[src/hw/rtl/ecl_pkg.sv]
// Shared types and constants for the expression character lexer.
`default_nettype none

package ecl_pkg;

  // Token kinds as they appear on the result channel
  typedef enum logic [3:0] {
    TK_PLUS            = 4'd0,
    TK_MINUS           = 4'd1,
    TK_MUL             = 4'd2,
    TK_DIV             = 4'd3,
    TK_LPAREN          = 4'd4,
    TK_RPAREN          = 4'd5,
    TK_PRINT           = 4'd6,
    TK_ASSIGN          = 4'd7,
    TK_INT             = 4'd8,
    TK_REAL            = 4'd9,
    TK_VAR             = 4'd10,
    TK_END             = 4'd11,
    TK_SYNTAX_ERR      = 4'd12,
    TK_BAD_CHAR        = 4'd13,
    TK_PRINT_MISPLACED = 4'd14,
    TK_TOO_LONG        = 4'd15
  } tok_kind_t;

  localparam logic [7:0] CH_PLUS   = 8'h2B;
  localparam logic [7:0] CH_MINUS  = 8'h2D;
  localparam logic [7:0] CH_STAR   = 8'h2A;
  localparam logic [7:0] CH_SLASH  = 8'h2F;
  localparam logic [7:0] CH_LPAREN = 8'h28;
  localparam logic [7:0] CH_RPAREN = 8'h29;
  localparam logic [7:0] CH_QUERY  = 8'h3F;
  localparam logic [7:0] CH_EQUALS = 8'h3D;
  localparam logic [7:0] CH_UNDER  = 8'h5F;
  localparam logic [7:0] CH_DOT    = 8'h2E;

  // Tokens produced by one character, and the queue that holds them
  localparam int BUNDLE_MAX = 3;
  localparam int QDEPTH     = 4;
  localparam int QPTR_W     = 2;
  localparam int QCNT_W     = 3;

  typedef struct packed {
    logic [7:0] char_in;
    logic       line_end;
  } in_item_t;

  typedef struct packed {
    tok_kind_t   token_kind;
    logic [7:0]  token_start;
    logic [6:0]  token_length;
    logic [31:0] int_value;
    logic        run_last;
  } out_item_t;

  typedef struct packed {
    tok_kind_t   kind;
    logic [7:0]  start;
    logic [6:0]  length;
    logic [31:0] value;
  } tok_t;

  typedef struct packed {
    logic [1:0]                 count;
    tok_t [BUNDLE_MAX-1:0]      toks;
  } bundle_t;

endpackage

`default_nettype wire

[src/hw/rtl/expression_char_lexer_core.sv]
// Top level of the expression character lexer.
`default_nettype none

// Streaming lexer for one arithmetic expression line, one character per request on
// in_*. Each character is taken while the four-entry bundle queue has room; the
// front end classifies it and queues the one to three tokens it causes, if any,
// as one bundle. The output sequencer sends one token per cycle while out_ready
// is high from a registered output stage, marking the last token of a character
// with run_last. Sustained rate is one character per cycle when characters cause
// at most one token each and out_ready stays high; else the output stage limits
// it. The last character of a line (line_end) closes any pending token and, unless
// in error, adds an end marker; after an error the rest of the line gives no tokens.
module expression_char_lexer_core #(
  parameter int MAX_LINE      = 256,
  parameter int MAX_TOKEN_LEN = 64
) (
  input  wire                 clk,
  input  wire                 rst_n,
  input  wire                 in_valid,
  output logic                in_ready,
  input  ecl_pkg::in_item_t   in_data,
  output logic                out_valid,
  input  wire                 out_ready,
  output ecl_pkg::out_item_t  out_data
);

  logic               accept;
  logic               push;
  logic               pop;
  logic               q_empty;
  logic               q_full;
  ecl_pkg::bundle_t   push_data;
  ecl_pkg::bundle_t   head;

  assign in_ready = !q_full;
  assign accept   = in_valid && in_ready;

  ecl_front #(
    .MAX_LINE      (MAX_LINE),
    .MAX_TOKEN_LEN (MAX_TOKEN_LEN)
  ) u_front (
    .clk       (clk),
    .rst_n     (rst_n),
    .accept_i  (accept),
    .in_data_i (in_data),
    .push_o    (push),
    .bundle_o  (push_data)
  );

  ecl_fifo u_fifo (
    .clk         (clk),
    .rst_n       (rst_n),
    .push_i      (push),
    .push_data_i (push_data),
    .pop_i       (pop),
    .head_o      (head),
    .empty_o     (q_empty),
    .full_o      (q_full)
  );

  ecl_back u_back (
    .clk       (clk),
    .rst_n     (rst_n),
    .head_i    (head),
    .empty_i   (q_empty),
    .pop_o     (pop),
    .out_valid (out_valid),
    .out_ready (out_ready),
    .out_data  (out_data)
  );

endmodule

`default_nettype wire

[src/hw/rtl/ecl_front.sv]
// Front end: classifies each character, updates the scan state, builds a token bundle.
`default_nettype none

module ecl_front #(
  parameter int MAX_LINE      = 256,
  parameter int MAX_TOKEN_LEN = 64
) (
  input  wire                  clk,
  input  wire                  rst_n,
  input  wire                  accept_i,
  input  ecl_pkg::in_item_t    in_data_i,
  output logic                 push_o,
  output ecl_pkg::bundle_t     bundle_o
);

  localparam int LW = $clog2(MAX_LINE + 1);
  localparam int TW = $clog2(MAX_TOKEN_LEN + 1);

  typedef enum logic [1:0] {
    M_IDLE,
    M_VAR,
    M_CONST,
    M_ERR
  } mode_t;

  typedef struct packed {
    logic          hit;
    ecl_pkg::tok_t tok;
    logic          err;
  } flush_t;

  typedef struct packed {
    logic          hit;
    ecl_pkg::tok_t tok;
    mode_t         mode;
    logic          begin_tok;
  } fresh_t;

  mode_t            mode_r,  mode_nxt;
  logic [LW-1:0]    pos_r,   pos_nxt;
  logic [LW-1:0]    start_r, start_nxt;
  logic [TW-1:0]    len_r,   len_nxt;
  logic [31:0]      acc_r,   acc_nxt;
  logic             dot_r,   dot_nxt;

  ecl_pkg::tok_t [ecl_pkg::BUNDLE_MAX-1:0] toks;
  logic [1:0]       n_v;
  flush_t           fl_mid;
  flush_t           fl_end;
  fresh_t           fr;
  logic [35:0]      acc_x10;
  logic [31:0]      acc_sat;
  logic [7:0]       c;
  logic             last;

  function automatic logic is_space(logic [7:0] ch);
    return (ch == 8'd32) || (ch >= 8'd9 && ch <= 8'd13);
  endfunction

  function automatic logic is_alpha(logic [7:0] ch);
    return (ch >= 8'd65 && ch <= 8'd90) || (ch >= 8'd97 && ch <= 8'd122);
  endfunction

  function automatic logic is_digit(logic [7:0] ch);
    return ch >= 8'd48 && ch <= 8'd57;
  endfunction

  function automatic logic is_op(logic [7:0] ch);
    return (ch == ecl_pkg::CH_PLUS) || (ch == ecl_pkg::CH_MINUS) ||
           (ch == ecl_pkg::CH_STAR) || (ch == ecl_pkg::CH_SLASH) ||
           (ch == ecl_pkg::CH_LPAREN) || (ch == ecl_pkg::CH_RPAREN);
  endfunction

  function automatic ecl_pkg::tok_kind_t op_kind(logic [7:0] ch);
    ecl_pkg::tok_kind_t k;
    unique case (ch)
      ecl_pkg::CH_PLUS:   k = ecl_pkg::TK_PLUS;
      ecl_pkg::CH_MINUS:  k = ecl_pkg::TK_MINUS;
      ecl_pkg::CH_STAR:   k = ecl_pkg::TK_MUL;
      ecl_pkg::CH_SLASH:  k = ecl_pkg::TK_DIV;
      ecl_pkg::CH_LPAREN: k = ecl_pkg::TK_LPAREN;
      default:            k = ecl_pkg::TK_RPAREN;
    endcase
    return k;
  endfunction

  // Saturate start at 255 and length at 127 as the result fields demand
  function automatic ecl_pkg::tok_t mk_tok(ecl_pkg::tok_kind_t k, logic [31:0] s,
                                           logic [31:0] l, logic [31:0] v);
    ecl_pkg::tok_t t;
    t.kind   = k;
    t.start  = (s > 32'd255) ? 8'hFF : s[7:0];
    t.length = (l > 32'd127) ? 7'h7F : l[6:0];
    t.value  = v;
    return t;
  endfunction

  function automatic flush_t flush_f(mode_t m, logic [LW-1:0] s, logic [TW-1:0] l,
                                     logic [31:0] a, logic d);
    flush_t r;
    r = '0;
    if (m == M_VAR) begin
      r.hit = 1'b1;
      r.err = d;
      r.tok = mk_tok(d ? ecl_pkg::TK_SYNTAX_ERR : ecl_pkg::TK_VAR, 32'(s), 32'(l), 32'd0);
    end else if (m == M_CONST) begin
      r.hit = 1'b1;
      r.tok = mk_tok(d ? ecl_pkg::TK_REAL : ecl_pkg::TK_INT, 32'(s), 32'(l),
                     d ? 32'd0 : a);
    end
    return r;
  endfunction

  function automatic fresh_t fresh_f(logic [7:0] ch, logic [LW-1:0] p);
    fresh_t r;
    r      = '0;
    r.mode = M_IDLE;
    if (!is_space(ch)) begin
      priority if (is_alpha(ch) || ch == ecl_pkg::CH_UNDER) begin
        r.mode      = M_VAR;
        r.begin_tok = 1'b1;
      end else if (is_digit(ch)) begin
        r.mode      = M_CONST;
        r.begin_tok = 1'b1;
      end else if (is_op(ch)) begin
        r.hit = 1'b1;
        r.tok = mk_tok(op_kind(ch), 32'(p), 32'd1, 32'd0);
      end else if (ch == ecl_pkg::CH_QUERY) begin
        r.hit = 1'b1;
        if (p == '0) begin
          r.tok = mk_tok(ecl_pkg::TK_PRINT, 32'(p), 32'd1, 32'd0);
        end else begin
          r.tok  = mk_tok(ecl_pkg::TK_PRINT_MISPLACED, 32'(p), 32'd1, 32'd0);
          r.mode = M_ERR;
        end
      end else if (ch == ecl_pkg::CH_EQUALS) begin
        r.hit = 1'b1;
        r.tok = mk_tok(ecl_pkg::TK_ASSIGN, 32'(p), 32'd1, 32'd0);
      end else begin
        r.hit  = 1'b1;
        r.tok  = mk_tok(ecl_pkg::TK_BAD_CHAR, 32'(p), 32'd1, 32'd0);
        r.mode = M_ERR;
      end
    end
    return r;
  endfunction

  assign c    = in_data_i.char_in;
  assign last = in_data_i.line_end;

  assign fl_mid  = flush_f(mode_r, start_r, len_r, acc_r, dot_r);
  assign fr      = fresh_f(c, pos_r);
  assign acc_x10 = ({4'b0, acc_r} << 3) + ({4'b0, acc_r} << 1) + {32'b0, c[3:0]};
  assign acc_sat = (acc_x10[35:32] != 4'b0) ? 32'hFFFF_FFFF : acc_x10[31:0];

  always_comb begin
    mode_nxt  = mode_r;
    pos_nxt   = pos_r;
    start_nxt = start_r;
    len_nxt   = len_r;
    acc_nxt   = acc_r;
    dot_nxt   = dot_r;
    toks      = '0;
    n_v       = 2'd0;
    fl_end    = '0;

    if (mode_r != M_ERR) begin
      if (pos_r >= LW'(MAX_LINE)) begin
        toks[n_v] = mk_tok(ecl_pkg::TK_TOO_LONG, 32'(pos_r), 32'd0, 32'd0);
        n_v       = n_v + 2'd1;
        mode_nxt  = M_ERR;
      end else if ((mode_r == M_VAR && (is_alpha(c) || is_digit(c) ||
                    c == ecl_pkg::CH_UNDER || c == ecl_pkg::CH_DOT)) ||
                   (mode_r == M_CONST && (is_digit(c) || c == ecl_pkg::CH_DOT))) begin
        // grow the pending token, or report it as too long once it holds MAX_TOKEN_LEN characters
        if (len_r >= TW'(MAX_TOKEN_LEN)) begin
          toks[n_v] = mk_tok(ecl_pkg::TK_TOO_LONG, 32'(start_r), 32'(MAX_TOKEN_LEN), 32'd0);
          n_v       = n_v + 2'd1;
          mode_nxt  = M_ERR;
        end else begin
          len_nxt = len_r + TW'(1);
        end
        if (c == ecl_pkg::CH_DOT) begin
          dot_nxt = 1'b1;
        end else if (mode_r == M_CONST) begin
          acc_nxt = acc_sat;
        end
      end else if (mode_r == M_CONST && !(is_op(c) || is_space(c))) begin
        toks[n_v] = mk_tok(ecl_pkg::TK_SYNTAX_ERR, 32'(start_r), 32'(len_r) + 32'd1, 32'd0);
        n_v       = n_v + 2'd1;
        mode_nxt  = M_ERR;
      end else begin
        // close any pending token, then, unless it was an error, treat the character as a fresh start
        if (fl_mid.hit) begin
          toks[n_v] = fl_mid.tok;
          n_v       = n_v + 2'd1;
        end
        if (fl_mid.err) begin
          mode_nxt = M_ERR;
        end else begin
          mode_nxt = fr.mode;
          if (fr.hit) begin
            toks[n_v] = fr.tok;
            n_v       = n_v + 2'd1;
          end
          if (fr.begin_tok) begin
            start_nxt = pos_r;
            len_nxt   = TW'(1);
            dot_nxt   = 1'b0;
            acc_nxt   = {28'b0, c[3:0]};
          end
        end
      end

      if (pos_r < LW'(MAX_LINE)) begin
        pos_nxt = pos_r + LW'(1);
      end

      if (last && mode_nxt != M_ERR) begin
        fl_end = flush_f(mode_nxt, start_nxt, len_nxt, acc_nxt, dot_nxt);
        if (fl_end.hit) begin
          toks[n_v] = fl_end.tok;
          n_v       = n_v + 2'd1;
        end
        if (!fl_end.err) begin
          toks[n_v] = mk_tok(ecl_pkg::TK_END, 32'(pos_r) + 32'd1, 32'd0, 32'd0);
          n_v       = n_v + 2'd1;
        end
      end
    end

    // the line end clears the scan state for the next line
    if (last) begin
      mode_nxt  = M_IDLE;
      pos_nxt   = '0;
      start_nxt = '0;
      len_nxt   = '0;
      acc_nxt   = '0;
      dot_nxt   = 1'b0;
    end
  end

  assign push_o         = accept_i && (n_v != 2'd0);
  assign bundle_o.count = n_v;
  assign bundle_o.toks  = toks;

  always_ff @(posedge clk) begin
    if (!rst_n) begin
      mode_r  <= M_IDLE;
      pos_r   <= '0;
      start_r <= '0;
      len_r   <= '0;
      acc_r   <= '0;
      dot_r   <= 1'b0;
    end else if (accept_i) begin
      mode_r  <= mode_nxt;
      pos_r   <= pos_nxt;
      start_r <= start_nxt;
      len_r   <= len_nxt;
      acc_r   <= acc_nxt;
      dot_r   <= dot_nxt;
    end
  end

endmodule

`default_nettype wire

[src/hw/rtl/ecl_fifo.sv]
// Short queue of token bundles between the front end and the output sequencer.
`default_nettype none

module ecl_fifo (
  input  wire                clk,
  input  wire                rst_n,
  input  wire                push_i,
  input  ecl_pkg::bundle_t   push_data_i,
  input  wire                pop_i,
  output ecl_pkg::bundle_t   head_o,
  output logic               empty_o,
  output logic               full_o
);

  ecl_pkg::bundle_t               mem_r [ecl_pkg::QDEPTH];
  logic [ecl_pkg::QPTR_W-1:0]     wr_r;
  logic [ecl_pkg::QPTR_W-1:0]     rd_r;
  logic [ecl_pkg::QCNT_W-1:0]     cnt_r;

  assign head_o  = mem_r[rd_r];
  assign empty_o = (cnt_r == '0);
  assign full_o  = (cnt_r == ecl_pkg::QCNT_W'(ecl_pkg::QDEPTH));

  always_ff @(posedge clk) begin
    if (push_i) begin
      mem_r[wr_r] <= push_data_i;
    end
  end

  always_ff @(posedge clk) begin
    if (!rst_n) begin
      wr_r  <= '0;
      rd_r  <= '0;
      cnt_r <= '0;
    end else begin
      if (push_i) begin
        wr_r <= wr_r + ecl_pkg::QPTR_W'(1);
      end
      if (pop_i) begin
        rd_r <= rd_r + ecl_pkg::QPTR_W'(1);
      end
      if (push_i && !pop_i) begin
        cnt_r <= cnt_r + ecl_pkg::QCNT_W'(1);
      end else if (pop_i && !push_i) begin
        cnt_r <= cnt_r - ecl_pkg::QCNT_W'(1);
      end
    end
  end

  a_no_overflow: assert property (@(posedge clk) disable iff (!rst_n)
    push_i |-> !full_o)
    else $error("bundle queue written while full");

  a_no_underflow: assert property (@(posedge clk) disable iff (!rst_n)
    pop_i |-> !empty_o)
    else $error("bundle queue read while empty");

  a_nonempty_bundle: assert property (@(posedge clk) disable iff (!rst_n)
    push_i |-> (push_data_i.count != 2'd0))
    else $error("empty token bundle queued");

endmodule

`default_nettype wire

[src/hw/rtl/ecl_back.sv]
// Output sequencer: sends the tokens of each queued bundle one per cycle while out_ready is high.
`default_nettype none

module ecl_back (
  input  wire                 clk,
  input  wire                 rst_n,
  input  ecl_pkg::bundle_t    head_i,
  input  wire                 empty_i,
  output logic                pop_o,
  output logic                out_valid,
  input  wire                 out_ready,
  output ecl_pkg::out_item_t  out_data
);

  logic                 idx_r;
  logic [1:0]           sel_r;
  logic                 load;
  logic                 final_tok;
  ecl_pkg::tok_t        tok;
  logic                 out_valid_r;
  ecl_pkg::out_item_t   out_data_r;

  assign load      = !empty_i && (!out_valid_r || out_ready);
  assign tok       = head_i.toks[sel_r];
  assign final_tok = (sel_r == head_i.count - 2'd1);
  assign pop_o     = load && final_tok;

  // sel_r walks the tokens of the head bundle; idx_r marks that the walk is under way
  always_ff @(posedge clk) begin
    if (!rst_n) begin
      out_valid_r <= 1'b0;
      sel_r       <= 2'd0;
      idx_r       <= 1'b0;
    end else begin
      if (load) begin
        out_valid_r <= 1'b1;
        sel_r       <= final_tok ? 2'd0 : sel_r + 2'd1;
        idx_r       <= !final_tok;
      end else if (out_ready) begin
        out_valid_r <= 1'b0;
      end
    end
    if (load) begin
      out_data_r.token_kind   <= tok.kind;
      out_data_r.token_start  <= tok.start;
      out_data_r.token_length <= tok.length;
      out_data_r.int_value    <= tok.value;
      out_data_r.run_last     <= final_tok;
    end
  end

  assign out_valid = out_valid_r;
  assign out_data  = out_data_r;

  a_walk_flag: assert property (@(posedge clk) disable iff (!rst_n)
    idx_r == (sel_r != 2'd0))
    else $error("token index and walk flag disagree");

endmodule

`default_nettype wire
[config.mk]
export PLATFORM = sky130hd
export DESIGN_NAME = expression_char_lexer_core
export DESIGN_NICKNAME = d
export VERILOG_FILES = /design/src/hw/rtl/ecl_pkg.sv /design/src/hw/rtl/expression_char_lexer_core.sv /design/src/hw/rtl/ecl_front.sv /design/src/hw/rtl/ecl_fifo.sv /design/src/hw/rtl/ecl_back.sv
export SDC_FILE = /design/constraint.sdc
export NUM_CORES = 1
export LEC_CHECK = 0
export ABC_AREA = 1
export BUFFER_PORTS_ARGS = -buffer_cell sky130_fd_sc_hd__buf_4
export CAP_MARGIN = 20
export CORE_MARGIN = 2
export CORE_UTILIZATION = 40
export CTS_BUF_LIST = sky130_fd_sc_hd__clkbuf_2
export CTS_CLUSTER_DIAMETER = 80
export DETAILED_ROUTE_END_ITERATION = 12
export GPL_TIMING_DRIVEN = 0
export PLACE_DENSITY = 0.56
export SYNTH_ARGS = -nofsm -noshare
export SYNTH_HDL_FRONTEND = slang
export SYNTH_SLANG_ARGS = --single-unit
[constraint.sdc]
create_clock -name clk -period 10.2 [get_ports clk]
set_clock_uncertainty 0.15 [all_clocks]
set_input_delay 0.51 -clock clk [delete_from_list [all_inputs] [get_ports clk]]
set_output_delay 0.51 -clock clk [all_outputs]
set_load 0.03 [all_outputs]
Yosys cells after proc, flatten, opt, wreduce, memory -nomap -nowiden

Memory sizes are Yosys's and may differ from the RTL's. A register that Yosys moved wholly into a read port is not among the register bits.
Index checks and enable logic that the tools add are counted.
W data, S select, Z words.

Memory bits (writable): 620
Latch bits: 0
Output and inout port bits: 54
Input port bits: 13
Memories: 1
ROM bits: 0
Register bits: 122

Memory list:

| memory       | depth | bits a word | read ports | clocked after memory_dff | wr ports | RTL line       | source |
|---|---|---|---|---|---|---|---|
| u_fifo.mem_r | 4     | 155         | 1          | 1                        | 1        | ecl_fifo.sv:15 | `ecl_pkg::bundle_t mem_r [ecl_pkg::QDEPTH];` |

Bitwise operators: 0
Muxes and demuxes: 141
Multipliers: 0
Eq/ne operators: 19
$add $sub $neg: 15
Order comparisons: 23
Reductions and logical operators: 48
Shift operators: 0
Div/mod/pow operators: 0

Operator list:

| kind                  | count |
|---|---|
| $mux W153             | 8 |
| $mux W51              | 16 |
| $mux W52              | 9 |
| $bwmux W153           | 3 |
| $mux W102             | 4 |
| $mux W32              | 12 |
| $demux W51 S2         | 3 |
| $bmux W51 S2          | 1 |
| $mux W9               | 11 |
| $eq A8 B6 Y1 const B  | 10 |
| $mux W7               | 9 |
| $mux W2               | 31 |
| $mux W55              | 1 |
| $mux W53              | 1 |
| $add A35 B33 Y36      | 1 |
| $add A36 B4 Y36       | 1 |
| $gt A32 B7 Y1 const B | 1 |
| $gt A32 B8 Y1 const B | 1 |
| $mux W8               | 4 |
| $gt A9 B8 Y1 const B  | 3 |
| $mux W1               | 22 |
| $logic_and A1 B1 Y1   | 17 |
| $ge A8 B7 Y1 const B  | 2 |
| $le A8 B7 Y1 const B  | 2 |
| 33 further kinds      | 73 |

Longest topological paths before layout

Gate-level depths: netlist of run 1.

Depth in word-level cells: 35
Gate-level depth with buffers: 35
Gate-level depth less buffers: 34

Cells and area by module

Synthesis of run 1 repeated with hierarchy kept, for this count alone.

Cells, all modules: 3776
Area, all modules: 36334.8 um^2

Modules (own cells, without submodules):

| module                     | times used | cells each | area an instance (um^2) |
|---|---|---|---|
| ecl_fifo                   | 1          | 1557       | 23306.1 |
| ecl_front                  | 1          | 1899       | 10035.9 |
| ecl_back                   | 1          | 317        | 2979.1 |
| expression_char_lexer_core | 1          | 3          | 13.8 |

Worst setup path after synthesis of run 1

No wires, ideal clock.

Path kind: input-to-reg
From: input in_data[8] (netlist bit)
To: memory u_fifo.mem_r[0][0] (netlist bit) (enable)
Arrival: 9965 ps
Required time: 9378 ps
Slack: -587 ps
Buffers on the path: 0
Stages on the path: 22
Cell sequence: inv_1 -> nand2_1 -> nor2_4 -> nand4_1 -> nand4_2 -> nand2_2 -> nand2_4 -> nand2_1 -> nor2_1 -> inv_1 -> o22ai_1 -> inv_1 -> ha_1 -> nor2_1 -> inv_1 -> nor2_1 -> inv_1 -> o21ai_0 -> nand2_1 -> nand2_2 -> nand2_1 -> nor2_1

Word-level cells in the longest chain between the ends: 31
Elaborated cells on any way between the ends: 91
Classes of those cells: 2 x add/sub; 8 x order compare; 14 x eq/ne; 42 x mux; 25 x reduce/logical

RTL lines:

| item                              | RTL line                         | source |
|---|---|---|
| start: declaration                | expression_char_lexer_core.sv:21 | `input ecl_pkg::in_item_t in_data,` |
| $eq A8 B6 Y1                      | ecl_front.sv:69                  | `return (ch == ecl_pkg::CH_PLUS) \|\| (ch == ecl_pkg::CH_MINUS) \|\|` |
| $logic_or A1 B1 Y1 (2 in a row)   | ecl_front.sv:69                  |  |
| $logic_or A1 B1 Y1 (2 in a row)   | ecl_front.sv:70                  | `(ch == ecl_pkg::CH_STAR) \|\| (ch == ecl_pkg::CH_SLASH) \|\|` |
| $logic_or A1 B1 Y1                | ecl_front.sv:71                  | `(ch == ecl_pkg::CH_LPAREN) \|\| (ch == ecl_pkg::CH_RPAREN);` |
| $mux W2                           | ecl_front.sv:125                 | `end else if (is_op(ch)) begin` |
| $mux W2                           | ecl_front.sv:122                 | `end else if (is_digit(ch)) begin` |
| $mux W3                           | ecl_front.sv:119                 | `priority if (is_alpha(ch) \|\| ch == ecl_pkg::CH_UNDER) begin` |
| $mux W55                          | ecl_front.sv:118                 | `if (!is_space(ch)) begin` |
| [... 13 more ...]                 | n/a                              |  |
| $add A2 B1 Y2                     | ecl_front.sv:227                 | `n_v = n_v + 2'd1;` |
| $mux W2                           | ecl_front.sv:225                 | `if (!fl_end.err) begin` |
| $mux W2 (*)                       | ecl_front.sv:219                 | `if (last && mode_nxt != M_ERR) begin` |
| $mux W2 (*)                       | ecl_front.sv:167                 | `if (mode_r != M_ERR) begin` |
| $reduce_bool A2 Y1 (*)            | ecl_front.sv:243                 | `assign push_o = accept_i && (n_v != 2'd0);` |
| $logic_and A1 B1 Y1 (*)           | ecl_front.sv:243                 |  |
| $mux W1 (*)                       | ecl_fifo.sv:25                   | `if (push_i) begin` |
| $mux W1 (not written as such) (*) | ecl_fifo.sv:26                   | `mem_r[wr_r] <= push_data_i;` |
| end: declaration                  | ecl_fifo.sv:15                   |  |

Every way passes the cells marked *; elsewhere a longest branch is shown, timed or not. The select of a mux whose other input is x is not followed.

Worst setup path after layout of run 1

From: input in_data[8] (netlist bit)
To: memory u_fifo.mem_r[0][119] (netlist bit) (enable)

The elaborated chain is that of the path after synthesis.

==> out/results.ini, run 1 <==
[run_status]
outcome = finished, final reports clean

[pwr]
p_int_mw = 5.60
switching_share = 0.392
p_comb_frac = 0.343
power_frac_seq = 0.432
peakVddDrop_v = 0.000122
p_per_area_mw_per_mm2 = 229
power.leakage_nw = 14.7
power.share.clock = 0.226
p_switching_mw = 3.61

[grt]
grt_antenna_before_repair = 4
track_usage = 0.258
grt_pass1_wl_um = 174000
grt_overflow_total = 0
grt_pass1_vias = 26900
grt_max_degree = 29

[yosys]
ys_types = 58
synthTopCellsByCount = 672 x edfxtp_1, 664 x nand2_1, 500 x nor2_1, 445 x o21ai_0, 205 x a21oi_1
synth_most_common_cell = edfxtp_1
syn_nets = 3678
synth_seq_cells = 744
avgSynthCellArea_um2 = 9.97
synth_top_area_frac = 0.566
synth-seq-area-share = 0.607
synth_area_leaders = edfxtp_1 57%, nand2_1 7.0%, o21ai_0 6.2%, nor2_1 5.3%, dfxtp_1 4.0%
synth_async_sr_flop_share = 0
synth_cells = 3576
synthFlopType = edfxtp_1
yosysWarnings = 0
syn_area_mm2 = 0.0356
yosys.area.top_type = edfxtp_1
synth_edf_count = 672

[worst_setup_path]
crit_path_start_kind = input pin
crit_arrival_ns = 8.58
cp_max_fo = 26
critPathSlowestCell = nor2_4
cp-end-kind = flop
max_stage_delay_ns = 0.73
crit_required_ns = 11.15
critical_path_class = input pin to flop

[clock_network]
cts_setup_buffers = 0
root_buffer = clkbuf_2
cts_buffers = 180
hold_buffers = 34
cts.clk_slew.worst_paths_ns = 0.10
htree_levels = 4
cts_buffer_depth = 3
cts_sinks = 744
post_cts_resized = 0
cts_tree = built
worstSkewPairLatency_ns = 1.48

[sta]
hold_ws_ns = 0.239
period_minus_slack_ns = 7.64
tightest_slew_ns = 1.14
hold_violations = 0
setup_viol = 0
fmax_mhz = 131
slew-limit-headroom = 0.230
period_share = 0.749
slew_viol_final = 0
fin_setup_tns_ns = 0
rsz0062_at_grt = false

[flow_run]
maxCapViolCount = 0

[floorplan]
die_w_um = 302
start_util = 0.403
rows = 109
io_pins = 67
dieArea_mm2 = 0.0915
fp.dieH_um = 302
core_area_mm2 = 0.0884

[detailed_routing]
dr.first_iter.drc_count = 2994
drtPass1Iterations = 6
wl_per_cell_um = 22.8
antenna_left = 0
dr_total_vias = 28700
wirelength_um = 118000
route.detailed.drc = 0
viasPerCell = 5.52

[cells_and_area]
multi_input_comb_area_mm2 = 0.0124
finalNetCount = 3990
fillers = 8609
drive_gt1_frac = 0.116
finalCoreUtilization = 0.456
seq_area_mm2 = 0.0216
area_growth_pct = 13.1
instances_no_fill = 5196

[placement]
io_buffers = 66
hpwl_um = 84600
placed_cells = 4836
gp_congestion = 0.946

[min_path]
hold_class = input pin to flop

## worst paths after layout
path                                         from                   end  slack, ns  cells after the start
worst max-delay path                   in_data[8]  u_fifo.mem_r[0][119]       2.56                     30
worst min-delay path                   in_data[2]      u_front.acc_r[1]       0.24                     11
worst max register to register  u_front.mode_r[0]  u_fifo.mem_r[0][119]       3.63                     21
worst min register to register   u_front.len_r[4]      u_front.len_r[4]       0.34                      2
## flip-flops by register name (all words and copies together) (netlist names), 3 cells and up, named ones only
signal	flops
u_fifo.mem_r	620
u_back.out_data	52
u_front.acc_r	32
u_front.pos_r	9
u_front.start_r	9
u_front.len_r	7
u_fifo.cnt_r	3
## layout by cell type, fill, tap and decap left out, types with 16 or more instances in the layout
| cell | synthesis | final |
|---|---|---|
| inv_1 | 202 | 202 |
| nor2_1 | 500 | 496 |
| a21oi_1 | 205 | 205 |
| nand3_1 | 110 | 110 |
| nor3_1 | 19 | 19 |
| clkbuf_1 | 173 | 173 |
| buf_2 | 16 | 16 |
| edfxtp_1 | 672 | 672 |
| o21ai_0 | 445 | 445 |
| dlygate4sd3_1 | 0 | 34 |
| buf_12 | 0 | 24 |
| o211ai_1 | 38 | 38 |
| a32o_1 | 23 | 23 |
| xnor2_1 | 16 | 16 |
| dfxtp_1 | 72 | 72 |
| xor2_1 | 18 | 18 |
| ha_1 | 86 | 86 |
| o22ai_1 | 97 | 97 |
| o221ai_1 | 75 | 75 |
| clkbuf_2 | 0 | 270 |
| nand2_1 | 664 | 664 |
| buf_4 | 4 | 72 |
| clkinv_1 | 4 | 34 |
## power groups by stage
stage                     logic [mW]  registers, mW  clock network (mW)
after floorplan                 1.54           4.35                   0
after global placement          3.01           4.23                   0
after detailed placement        3.13           4.04                   0
after CTS                       3.15           3.98                2.12
after global routing            3.38           4.01                2.27
final                           3.16           3.98                2.08
## cell families after synthesis
family / share of synthesized area
AND/OR/NAND/NOR: 0.155
AO/OA/AOI/OAI: 0.151
flip-flops: 0.607
buffers and inverters: 0.0466
adder cells (fa/ha/maj): 0.0319
XOR/XNOR: 0.00836
## routing by layer
layer	vias to the layer above	GRT usage	part of all wire
met5	-	0	0
met4	0	0.0817	0.025
met3	180	0.0443	0.078
met2	1201	0.413	0.46
met1	13900	0.358	0.43
li1	13400	-	-
## metrics by stage
| stage | worst slack [ns] | area (um2) | power (mW) |
|---|---|---|---|
| 4_1_cts | 2.84 | 40300 | 9.24 |
| 3_3_place_gp | -7.87 | 37600 | 7.24 |
| 5_1_grt | 2.29 | 40300 | 9.66 |
| 6_report | 2.56 | 40300 | 9.21 |
| 2_1_floorplan | -0.587 | 35600 | 5.89 |
| 3_5_place_dp | 3.04 | 38200 | 7.17 |
## area by class of cell
type,instances,area share
inverter,215,0.0201
sequential,744,0.537
clock buffer,270,0.0335
buffer,207,0.0211
clock inverter,50,0.00938
multi-input combinational,2410,0.308
tap,1165,0.0362
timing repair buffer,130,0.0350
antenna,5,0.000311
## critical path, delay by kind of cell
kind                     cells  cell delay, ns
buffers and inverters       13            3.93
AND/OR/NAND/NOR             14            3.45
AO/OA/AOI/OAI                2            0.40
adder cells (fa/ha/maj)      1            0.20
Power figures use the tool's default switching activity.
==> run 2: changes to the inputs <==
Settings changed: ABC_AREA 1 to 0, PLACE_DENSITY 0.56 to 0.54.
Clock period 10.2 ns to 7.2 ns, I/O delays scaled along.
==> run 2 against run 1 <==
  * Die area fell by 3.7%
  * Largest cell class unchanged
  * Largest power group unchanged
  * Critical path depth decreased by 3
  * Clock power increased by 36%
  * Highest routed layer unchanged
  * Wire length decreased by 11%
==> out/results.ini, run 2 <==
[sta]
hold_ws_ns = 0.314  ; was 0.239 ns
slew-limit-headroom = 0.161  ; was 0.230
slew_viol_final = 0  ; unchanged
tightest_slew_ns = 1.26  ; was 1.14 ns
fin_setup_tns_ns = 0  ; unchanged
fmax_mhz = 144
period_share = 0.963
setup_viol = 0  ; unchanged
hold_violations = 0  ; unchanged
rsz0062_at_grt = false  ; unchanged
period_minus_slack_ns = 6.93

[cells_and_area]
top_register = u_fifo.mem_r  ; unchanged
finalCoreUtilization = 0.459  ; was 0.456
largest_reg_flops = 620  ; unchanged
finalNetCount = 2857  ; was 3990
area_growth_pct = 13.8  ; was 13.1%
final_common_cell = edfxtp_1  ; unchanged
drive_gt1_frac = 0.214  ; was 0.116
mostFrequentLayoutCells = 672 x edfxtp_1, 272 x clkbuf_2, 201 x nand2_1, 155 x o21ai_0, 155 x mux4_2  ; was 672 x edfxtp_1, 664 x nand2_1, 496 x nor2_1, 445 x o21ai_0, 270 x clkbuf_2

[worst_setup_path]
crit_required_ns = 8.12  ; was 11.15 ns
crit_arrival_ns = 7.85  ; was 8.58 ns
critPathSlowestCell = dlygate4sd3_1  ; was nor2_4
cp_top_family = buffers and inverters  ; unchanged
max_stage_delay_ns = 0.66  ; was 0.73 ns
critical_path_class = input pin to flop  ; unchanged
cp.buffers_inverters = 12  ; was 13
cp_max_fo = 10  ; was 26
crit_path_start_kind = input pin  ; unchanged
cp-end-kind = flop  ; unchanged
cp_common_cell = dlygate4sd3_1

[floorplan]
core_area_mm2 = 0.0850  ; was 0.0884 mm2
dieArea_mm2 = 0.0881  ; was 0.0915 mm2
fp.dieH_um = 297  ; was 302 um
start_util = 0.403  ; about the same
io_pins = 67  ; unchanged
rows = 107  ; was 109
die_w_um = 297  ; was 302 um

[pwr]
p_int_mw = 7.96  ; was 5.60 mW
power.share.clock = 0.237  ; was 0.226
p_switching_mw = 3.96  ; was 3.61 mW
switching_share = 0.332  ; was 0.392
p_comb_frac = 0.286  ; was 0.343
peakVddDrop_v = 0.000356  ; was 0.000122 V
power_frac_seq = 0.477  ; was 0.432
power.leakage_nw = 13.4  ; was 14.7 nW
p_per_area_mw_per_mm2 = 306  ; was 229 mW/mm2

[clock_network]
cts_buffers = 189  ; was 180
cts_sinks = 744  ; unchanged
htree_levels = 4  ; unchanged
cts_buffer_depth = 3  ; unchanged
worstSkewPairLatency_ns = 1.47  ; was 1.48 ns
cts_tree = built  ; unchanged
root_buffer = clkbuf_2  ; unchanged
cts.clk_slew.worst_paths_ns = 0.10  ; about the same

[yosys]
ys_types = 84  ; was 58
synthFlopType = edfxtp_1  ; unchanged
synth_edf_count = 672  ; unchanged
yosysWarnings = 0  ; unchanged
synth_most_common_cell = edfxtp_1  ; unchanged
syn_nets = 2531  ; was 3678
syn_area_mm2 = 0.0343  ; was 0.0356 mm2
synth-seq-area-share = 0.631  ; was 0.607
synth_cells = 2429  ; was 3576
avgSynthCellArea_um2 = 14.1  ; was 9.97 um2
synth_top_area_frac = 0.589  ; was 0.566
synth_area_leaders = edfxtp_1 59%, mux4_2 10%, dfxtp_1 4.2%, ha_1 3.1%, o21ai_0 2.3%  ; was edfxtp_1 57%, nand2_1 7.0%, o21ai_0 6.2%, nor2_1 5.3%, dfxtp_1 4.0%
yosys.area.top_type = edfxtp_1  ; unchanged
synth_async_sr_flop_share = 0  ; unchanged
synth_seq_cells = 744  ; unchanged
synthTopCellsByCount = 672 x edfxtp_1, 201 x nand2_1, 155 x mux4_2, 155 x o21ai_0, 149 x nor2_1  ; was 672 x edfxtp_1, 664 x nand2_1, 500 x nor2_1, 445 x o21ai_0, 205 x a21oi_1

[grt]
track_usage = 0.238  ; was 0.258
grt_pass1_wl_um = 154000  ; was 174000 um
grt_antenna_before_repair = 3  ; was 4
grt_max_degree = 53  ; was 29
grt_overflow_total = 0  ; unchanged
grt_pass1_vias = 23500  ; was 26900

[flow_run]
maxCapViolCount = 0  ; unchanged

[detailed_routing]
drtPass1Iterations = 7  ; was 6
wl_per_cell_um = 26.1  ; was 22.8 um
route.detailed.drc = 0  ; unchanged
antenna_left = 0  ; unchanged
dr.first_iter.drc_count = 2210  ; was 2994
dr_total_vias = 23200  ; was 28700
wirelength_um = 105000  ; was 118000 um
viasPerCell = 5.74  ; was 5.52

[placement]
gp_congestion = 0.968  ; was 0.946
io_buffers = 64  ; was 66
hpwl_um = 73700  ; was 84600 um

[min_path]
hold_class = input pin to flop  ; unchanged

[run_status]
outcome = finished, final reports clean  ; unchanged

run 2: layout make-up:
cell class / count / area (um2)
Antenna cell: 4 / 10.0
Buffer: 139 / 553
Clock buffer: 271 / 1360
Clock inverter: 61 / 334
Fill cell: 7759 / 46000
Inverter: 54 / 205
Multi-Input combinational cell: 1493 / 12000
Sequential cell: 744 / 21600
Tap cell: 1144 / 1430
Timing Repair Buffer: 134 / 1490
run 2: repair_timing:
item | CTS | global route
gates resized for setup | 0 | 19
hold buffers | 38 | 0
setup buffers | 0 | 3
hold endpoints to repair | 515 | 0
setup endpoints to repair | 0 | 256
run 2: worst register-to-register path, cell delays in order, from the launching register on:
cell	delay (ns)
dfxtp_1	0.41
inv_1	0.15
ha_1	0.19
or4b_2	0.68
o21ai_0	0.24
nand2_1	0.08
a221o_1	0.46
nand3_1	0.13
dlygate4sd3_1	0.56
a32oi_1	0.19
inv_1	0.12
ha_1	0.24
clkbuf_1	0.21
xnor2_1	0.22
ha_1	0.34
nand2_1	0.22
o21bai_2	0.21
nor3_1	0.29
clkbuf_1	0.62
a21oi_1	0.14
a2bb2oi_1	0.58
run 2: power by group through the flow:
stage	sequential (mW)	combinational [mW]	clock, mW
floorplan	6.11	1.79	0
global placement	5.85	3.22	0
detailed placement	5.79	3.38	0
CTS	5.69	3.41	2.95
global route	5.74	3.66	3.16
finish	5.68	3.41	2.83
run 2: kinds of logic (layout without fill, tap and decap cells):
kind of cell / count (synthesis) / after routing / share of synthesized area
AO/OA/AOI/OAI: 531 / 531 / 0.0980
XOR/XNOR: 40 / 40 / 0.0102
adder cells (fa/ha/maj): 89 / 89 / 0.0331
buffers and inverters: 193 / 659 / 0.0220
flip-flops: 744 / 744 / 0.631
multiplexers: 216 / 216 / 0.120
other: 0 / 4 / 0
AND/OR/NAND/NOR: 616 / 617 / 0.0864
run 2: worst paths after layout:
path / slack, ns / from / end / depth (start not counted)
setup / recovery: 0.27 / in_data[8] / u_fifo.mem_r[0][116] / 27
hold / removal: 0.31 / in_data[4] / u_front.acc_r[4] / 7
setup reg to reg: 0.39 / u_front.pos_r[0] / u_fifo.mem_r[3][7] / 20
hold reg to reg: 0.38 / u_fifo.wr_r[1] / u_fifo.wr_r[1] / 2
run 2: metrics by stage:
step | cell area [um2] | total power, mW | setup slack, ns | instances
after floorplan | 34300 | 7.90 | 0.602 | 2429
after global placement | 36200 | 9.07 | -2.36 | 3637
after detailed placement | 36700 | 9.17 | 0.150 | 3658
after CTS | 38800 | 12.1 | 0.0771 | 4028
after global routing | 39000 | 12.6 | 0.0983 | 4044
final | 39000 | 11.9 | 0.268 | 4044
run 2: metal layers:
metal / share of wire / vias to the layer above / global-route usage
li1: - / 10300 / -
met4: 0.038 / 0 / 0.106
met3: 0.057 / 184 / 0.0462
met5: 0 / - / 0
met1: 0.44 / 11900 / 0.326
met2: 0.47 / 884 / 0.370
